<file path="config.mk">
export PLATFORM = sky130hd
export DESIGN_NAME = tksm_fifo
export DESIGN_NICKNAME = d
export VERILOG_FILES = /design/src/rtl/tksm_pkg.sv /design/src/rtl/tksm_fifo.sv
export SDC_FILE = /design/constraint.sdc
export NUM_CORES = 1
export LEC_CHECK = 0
export BUFFER_PORTS_ARGS = -buffer_cell sky130_fd_sc_hd__buf_2
export CORE_MARGIN = 8
export CORE_UTILIZATION = 49
export DETAILED_ROUTE_END_ITERATION = 8
export PLACE_DENSITY = 0.75
export SYNTH_ARGS = -nofsm -noshare
export SYNTH_HDL_FRONTEND = slang
export SYNTH_SLANG_ARGS = --single-unit
export TNS_END_PERCENT = 1
</file>
<file path="constraint.sdc">
create_clock -name i_clk -period 2.1 [get_ports i_clk]
set_clock_uncertainty 0.2 [all_clocks]
set_input_delay 0.21 -clock i_clk [delete_from_list [all_inputs] [get_ports i_clk]]
set_output_delay 0.21 -clock i_clk [all_outputs]
set_load 0.01 [all_outputs]
</file>
<file path="src/rtl/tksm_pkg.sv">
// ----------------------------------------------------------------------------
// Terminal key sequence matcher package
// Shared types, constants and codes for the key sequence matcher.
// ----------------------------------------------------------------------------
package tksm_pkg;

    localparam int TABLE_ENTRIES_DEF = 128;
    localparam int MAX_SEQ_LEN_DEF   = 8;
    localparam int QUEUE_DEPTH       = 2;
    localparam int TIMEOUT_RESET     = 2;

    typedef enum logic [1:0] {
        CMD_WR_BYTE = 2'd0,
        CMD_WR_CODE = 2'd1,
        CMD_RECV    = 2'd2,
        CMD_TICK    = 2'd3
    } t_cmd;

    typedef enum logic [1:0] {
        ST_PLAIN   = 2'd0,
        ST_MATCHED = 2'd1,
        ST_UNKNOWN = 2'd2,
        ST_TIMEOUT = 2'd3
    } t_status;

    typedef enum logic [1:0] {
        CFG_ACTIVE  = 2'd0,
        CFG_TIMEOUT = 2'd1,
        CFG_STRICT  = 2'd2
    } t_cfg_reg;

    typedef enum logic [2:0] {
        S_IDLE,
        S_SCAN,
        S_RD1,
        S_CUR,
        S_PA,
        S_PB,
        S_NEXT,
        S_CODE
    } t_state;

    typedef struct packed {
        t_cmd        command;
        logic [6:0]  entry_index;
        logic [2:0]  byte_position;
        logic [7:0]  data_byte;
        logic [15:0] key_code;
    } t_in_item;

    typedef struct packed {
        logic [15:0] key_value;
        t_status     status;
    } t_out_item;

endpackage

</file>
<file path="src/rtl/tksm_fifo.sv">
// ----------------------------------------------------------------------------
// Small queue
// Register-based first-in first-out queue with full and empty flags.
// ----------------------------------------------------------------------------
module tksm_fifo #(
    parameter int WIDTH = 8,
    parameter int DEPTH = tksm_pkg::QUEUE_DEPTH
) (
    input  logic             i_clk,
    input  logic             i_rst_n,
    input  logic             i_push,
    input  logic [WIDTH-1:0] i_data,
    output logic             o_full,
    input  logic             i_pop,
    output logic [WIDTH-1:0] o_data,
    output logic             o_empty
);
    localparam int AW = (DEPTH > 1) ? $clog2(DEPTH) : 1;

    logic [WIDTH-1:0] r_mem [DEPTH];
    logic [AW-1:0]    r_wp, r_rp;
    logic [AW:0]      r_cnt;
    logic             do_push, do_pop;

    assign o_full  = (r_cnt == (AW+1)'(DEPTH));
    assign o_empty = (r_cnt == '0);
    assign o_data  = r_mem[r_rp];
    assign do_push = i_push && !o_full;
    assign do_pop  = i_pop && !o_empty;

    always_ff @(posedge i_clk) begin
        if (!i_rst_n) begin
            r_wp  <= '0;
            r_rp  <= '0;
            r_cnt <= '0;
        end else begin
            if (do_push) begin
                r_wp <= (r_wp == AW'(DEPTH-1)) ? '0 : r_wp + 1'b1;
            end
            if (do_pop) begin
                r_rp <= (r_rp == AW'(DEPTH-1)) ? '0 : r_rp + 1'b1;
            end
            if (do_push && !do_pop) begin
                r_cnt <= r_cnt + 1'b1;
            end else if (do_pop && !do_push) begin
                r_cnt <= r_cnt - 1'b1;
            end
        end
    end

    always_ff @(posedge i_clk) begin
        if (do_push) begin
            r_mem[r_wp] <= i_data;
        end
    end

endmodule

</file>
==> flow_summary_export.csv, run 1 <==
group,metric,value,unit
placement,dp_hpwl,1060,um
setup_path,max_stage_delay,0.44,ns
routing,wl_met1,601,um
timing,finalCritPeriodShare,85.3,%
timing,setup_violations,0,
logic_synthesis,yosys_warnings,0,
setup_path,critPathMaxFanout,5,
setup_path,critPathKind,"reg -> reg",
grt,grtUsageTotal,9.52,%
setup_path,required,2.13,ns
logic_synthesis,yosys.cell_types.count,20,
routing,top_layer,"met4",
routing,drt.antenna.violating_nets,0,
finish,nNetsFinal,98,
clock_tree,cts_hold_buffers,9,
grt,antenna_found_initial,0,
logic_synthesis,ys_seq_area_share,71.7,%
clock_tree,root_buffer,"clkbuf_4",
grt,grt_first_pass_wirelength,2400,um
timing,maxSlewViolCount,0,
routing,wl_per_cell,15.0,um
logic_synthesis,synth-seq-cells,21,
timing,hold_violations,0,
grt,grt_overflow,0,
routing,drc,0,
placement,portBuffers,21,
logic_synthesis,synth_top_area_cell,"edfxtp_1",
die,die_area,3210,um^2
logic_synthesis,syn_nets,63,
worst_hold_path,hold_path_class,"in -> reg",
die,start_util,53.1,%
finish,layout_commonest_cell,"buf_2",
grt,grt_pass1_vias,548,
clock_tree,cts_sinks,21,
die,dieHeight,56.6,um
logic_synthesis,syn_area,810,um^2
die,core,1520,um^2
routing,dr_wl_met3,116,um
logic_synthesis,netlist_instances,50,
setup_path,slowest_stage,"dfxtp_1",
clock_tree,cts_made_buffers,3,
placement,place_congestion,0.683,
timing,setup_tns,0,ns
clock_tree,cts_tree,"built",
routing,drt_iter0_drc,5,
status,status,"finished clean",
die,rows,14,
clock_tree,clockBufferDepth,2,
clock_tree,cts-htree-levels,1,
logic_synthesis,syn_avg_cell_area,16.2,um^2
timing,fin_hold_ws,0.0798,ns
logic_synthesis,yosysTopAreaCellShare,59.4,%
setup_path,path_cells,"nand2b_1 > inv_2 > nor2_1 > ha_1 > or3_1 > a21boi_1",
grt,grt_max_degree,12,
finish,nFillCells,110,
run,cap_viol_max_count,0,
timing,fmax,558,MHz
routing,wl_met2,769,um
finish,diodes,0,
power,ir_drop,859,uV
routing,vias,505,
finish,area_growth,30.1,%
routing,viasPerCell,5.05,
die,dieWidth,56.6,um
power,power_density,1090,nW/um^2
finish,mostFrequentLayoutCells,"buf_2 (21), edfxtp_1 (16), dlygate4sd3_1 (9)",
routing,wirelength,1500,um
timing,grt_setup_unrepaired,"false",
timing,tightest_slew,0.396,ns
power,power_leakage,0.422,nW
clock_tree,clk_pin_slew,0.11,ns
routing,dr.pass1.iters,4,
setup_path,arrival,1.82,ns
clock_tree,post_cts_buffers,0,
timing,fin_crit,1.79,ns
finish,drive_above_1_share,41.7,%
setup_path,worstSetupEndpointType,"flip-flop",
clock_tree,ctsResizeCount,0,
logic_synthesis,synth.area.top_cells,"edfxtp_1 (59%), dfxtp_1 (12%), mux2_2 (11%), and2_1 (2.3%), xnor2_1 (2.2%)",
setup_path,startpoint_type,"flip-flop",
die,io_pins,22,
clock_tree,clkLatencyLatePin,0.29,ns
timing,max_slew_margin,73.6,%
-- critical path, delay by kind of cell, from the launching register on --
kind | cells | cell delay, ns
AND/OR/NAND/NOR | 3 | 0.63
flip-flops | 1 | 0.44
adder cells (fa/ha/maj) | 1 | 0.27
AO/OA/AOI/OAI | 1 | 0.13
buffers and inverters | 1 | 0.06
-- stage by stage --
step                power [mW]  area [um^2]  worst slack [ns]  cells  utilization [%]
finish                    1.14         1050             0.309    100             69.1
global route              1.21         1050             0.234    100             69.1
CTS                       1.16         1050             0.294    100             69.1
detailed placement       0.965          937             0.315     87             61.5
global placement         0.943          937             0.415     87             61.5
floorplan                0.829          810             0.429     50                -
-- cell usage after synthesis --
cell type	count
inv_2	1
buf_2	1
nor2_1	2
o21ai_0	1
dfxtp_1	5
and3_1	1
ha_1	1
edfxtp_1	16
nand2b_1	1
inv_1	1
or3_1	1
and2_1	3
o21ai_1	1
xor2_1	1
xnor2_1	2
a21boi_1	1
o21a_1	1
nor3_2	1
a21boi_0	1
mux2_2	8
-- layer usage --
layer	global-route usage (%)	vias to the layer above
met4	4.12	0
met2	16.8	16
met3	3.82	2
li1	-	251
met5	0	-
met1	9.54	236
-- layout make-up --
type	count	area [um^2]	share of cell area, %
Sequential cell	21	581	55.1
Multi-Input combinational cell	26	216	20.5
Timing Repair Buffer	31	203	19.2
Clock buffer	4	26.3	2.49
Tap cell	16	20.0	1.90
Inverter	2	7.51	0.713
-- power by group --
part	switching (mW)	total, mW	internal [mW]
clock	0.111	0.185	0.0737
sequential	0.0566	0.586	0.530
combinational	0.174	0.372	0.197
-- registers in the layout (all words and copies together), names as in the netlist, named ones only --
register / cells
r_wp: 1
r_rp: 1
r_cnt: 2
r_mem: 16
-- kinds of logic after synthesis --
group	count (synthesis)	synth area share (%)
muxes	8	11.1
AOI/OAI and AO/OA	5	4.02
and+or+nand+nor	9	6.80
buffers and inverters	3	1.54
adders and majority gates	1	1.55
xor gates and xnor gates	3	3.25
DFF	21	71.7
-- worst paths after layout --
kind / cells after the start / slack, ns / start / to
setup / recovery: 6 / 0.31 / r_cnt[0] / r_cnt[1]
hold / removal: 3 / 0.08 / i_push / r_wp
setup reg to reg: 6 / 0.31 / r_cnt[0] / r_cnt[1]
hold reg to reg: 2 / 0.34 / r_cnt[1] / r_cnt[1]
No activity file was read; power rests on OpenSTA's default activity.
==> run 2: changes to the inputs <==
--- a/config.mk
+++ b/config.mk
@@ -6,10 +6,12 @@
 export NUM_CORES = 1
 export LEC_CHECK = 0
 export BUFFER_PORTS_ARGS = -buffer_cell sky130_fd_sc_hd__buf_2
+export CELL_PAD_IN_SITES_DETAIL_PLACEMENT = 1
+export CELL_PAD_IN_SITES_GLOBAL_PLACEMENT = 1
 export CORE_MARGIN = 8
-export CORE_UTILIZATION = 49
+export CORE_UTILIZATION = 40
 export DETAILED_ROUTE_END_ITERATION = 8
-export PLACE_DENSITY = 0.75
+export PLACE_DENSITY_LB_ADDON = 0.1
 export SYNTH_ARGS = -nofsm -noshare
 export SYNTH_HDL_FRONTEND = slang
 export SYNTH_SLANG_ARGS = --single-unit
==> run 2 against run 1 <==
Register-to-register slack better by 0.02 ns. Sequential share of layout area down 0.71 points. Combinational power hardly changed. Highest routed layer is now met3. Total power up 0.50%. Die area grew 16%. Critical path depth decreased by 4.
==> flow_summary_export.csv, run 2 (synthesis gave the netlist of run 1 again) <==
group,metric,value,unit
clock_tree,post_cts_buffers,0,
power,power_leakage,0.422,nW
timing,setup_tns,0,ns
clock_tree,cts_sinks,21,
placement,dpl_cell_area,951,um^2
die,die_area,3720,um^2
setup_path,reg2reg_from,"r_cnt[0]",
placement,placed_cells,98,
clock_tree,root_buffer,"clkbuf_4",
setup_path,required,1.69,ns
die,core,1940,um^2
finish,largestRegisters,"r_mem (16), r_cnt (2)",
setup_path,ff2ff_setup_slack,0.33,ns
setup_path,critPathMaxFanout,8,
grt,grt_overflow,0,
worst_hold_path,hold_path_class,"in -> reg",
routing,vias,523,
grt,grtUsageTotal,9.89,%
placement,dp_hpwl,1160,um
placement,portBuffers,21,
grt,grt_max_degree,12,
placement,place_ws,0.348,ns
grt,grt_first_pass_wirelength,2580,um
clock_tree,cts_made_buffers,3,
clock_tree,clk_pin_slew,0.11,ns
timing,grt_setup_unrepaired,"false",
timing,finalCritPeriodShare,85.4,%
power,p_total,1.15,mW
power,power_frac_comb,32.2,%
clock_tree,ctsResizeCount,0,
die,dieWidth,61.0,um
setup_path,startpoint_type,"flip-flop",
routing,viasPerCell,4.71,
power,p_sw_share,30.3,%
power,power_density,1080,nW/um^2
routing,wirelength,1620,um
status,status,"finished clean",
routing,drc,0,
timing,fin_crit,1.79,ns
die,dieHeight,61.0,um
power,seqPwrFrac,51.2,%
timing,setup_violations,0,
timing,max_slew_margin,74.0,%
finish,drive_above_1_share,41.7,%
timing,hold_violations,0,
clock_tree,cts-htree-levels,1,
power,pwr-share-clk,16.7,%
finish,design_area,1070,um^2
setup_path,arrival,1.38,ns
setup_path,rr_worst_depth,6,
timing,setup_ws,0.307,ns
routing,wl_per_cell,14.6,um
clock_tree,clockBufferDepth,2,
routing,drt.antenna.violating_nets,0,
run,cap_viol_max_count,0,
finish,nFillCells,203,
power,switching_power,0.348,mW
setup_path,r2r_end,"r_cnt[1]",
die,rows,16,
setup_path,critPathKind,"reg -> out",
power,p_int,0.801,mW
finish,largest-register,"r_mem",
die,io_pins,22,
clock_tree,cts_tree,"built",
routing,dr.pass1.iters,4,
finish,post-route-util,55.0,%
routing,drt_iter0_drc,10,
grt,grt_pass1_vias,575,
timing,maxSlewViolCount,0,
finish,mostFrequentLayoutCells,"buf_2 (21), edfxtp_1 (16), dlygate4sd3_1 (9)",
finish,diodes,0,
power,ir_drop,542,uV
clock_tree,clkLatencyLatePin,0.29,ns
timing,tightest_slew,0.389,ns
setup_path,worstSetupEndpointType,"output pin",
finish,area_growth,31.8,%
grt,antenna_found_initial,0,
timing,fin_hold_ws,0.0723,ns
setup_path,crit_end,"o_data[5]",
timing,fmax,558,MHz
finish,stdcell_count,111,
finish,nNetsFinal,98,
finish,layout_commonest_cell,"buf_2",
finish,largest_reg_flops,16,
clock_tree,cts_hold_buffers,9,
placement,place_congestion,0.639,
die,start_util,41.7,%
-- run 2: cell counts in the layout (fill, tap and decap cells not counted) --
No cell type changed its count.
-- run 2: power groups by stage --
| stage | Combinational, mW | Sequential [mW] | Clock [mW] |
|---|---|---|---|
| after floorplan | 0.263 | 0.566 | 0 |
| after global placement | 0.360 | 0.593 | 0 |
| after detailed placement | 0.367 | 0.598 | 0 |
| after CTS | 0.381 | 0.589 | 0.200 |
| after global routing | 0.412 | 0.602 | 0.215 |
| final | 0.369 | 0.588 | 0.192 |
-- run 2: critical path: stages, from the launching register on --
cell and delay, ns:
dfxtp_1 0.57, mux2_2 0.38, buf_2 0.14
-- run 2: how the worst min path moves through the flow --
stage	start	to	slack, ns	cells past startpoint
floorplan	i_data[0]	r_mem[0][0]	0.11	0
global placement	i_data[0]	r_mem[1][0]	0.20	1
detailed placement	i_data[5]	r_mem[0][5]	0.20	1
CTS	i_push	r_wp	0.06	3
global route	i_push	r_wp	0.08	3
finish	i_push	r_wp	0.07	3
-- run 2: area by class of cell --
cell class                      count  area [um^2]  area share, %
Sequential cell                    21          581           54.4
Clock buffer                        4         26.3           2.46
Multi-Input combinational cell     26          216           20.3
Inverter                            2         7.51          0.703
Timing Repair Buffer               31          203           19.0
Tap cell                           27         33.8           3.17
-- run 2: per-layer routing --
metal / wire length (um) / GRT usage, % / vias up
met4: 0 / 3.99 / 0
li1: - / - / 253
met1: 635 / 9.81 / 258
met2: 915 / 17.8 / 12
met3: 71 / 4.03 / 0
met5: 0 / 0 / -
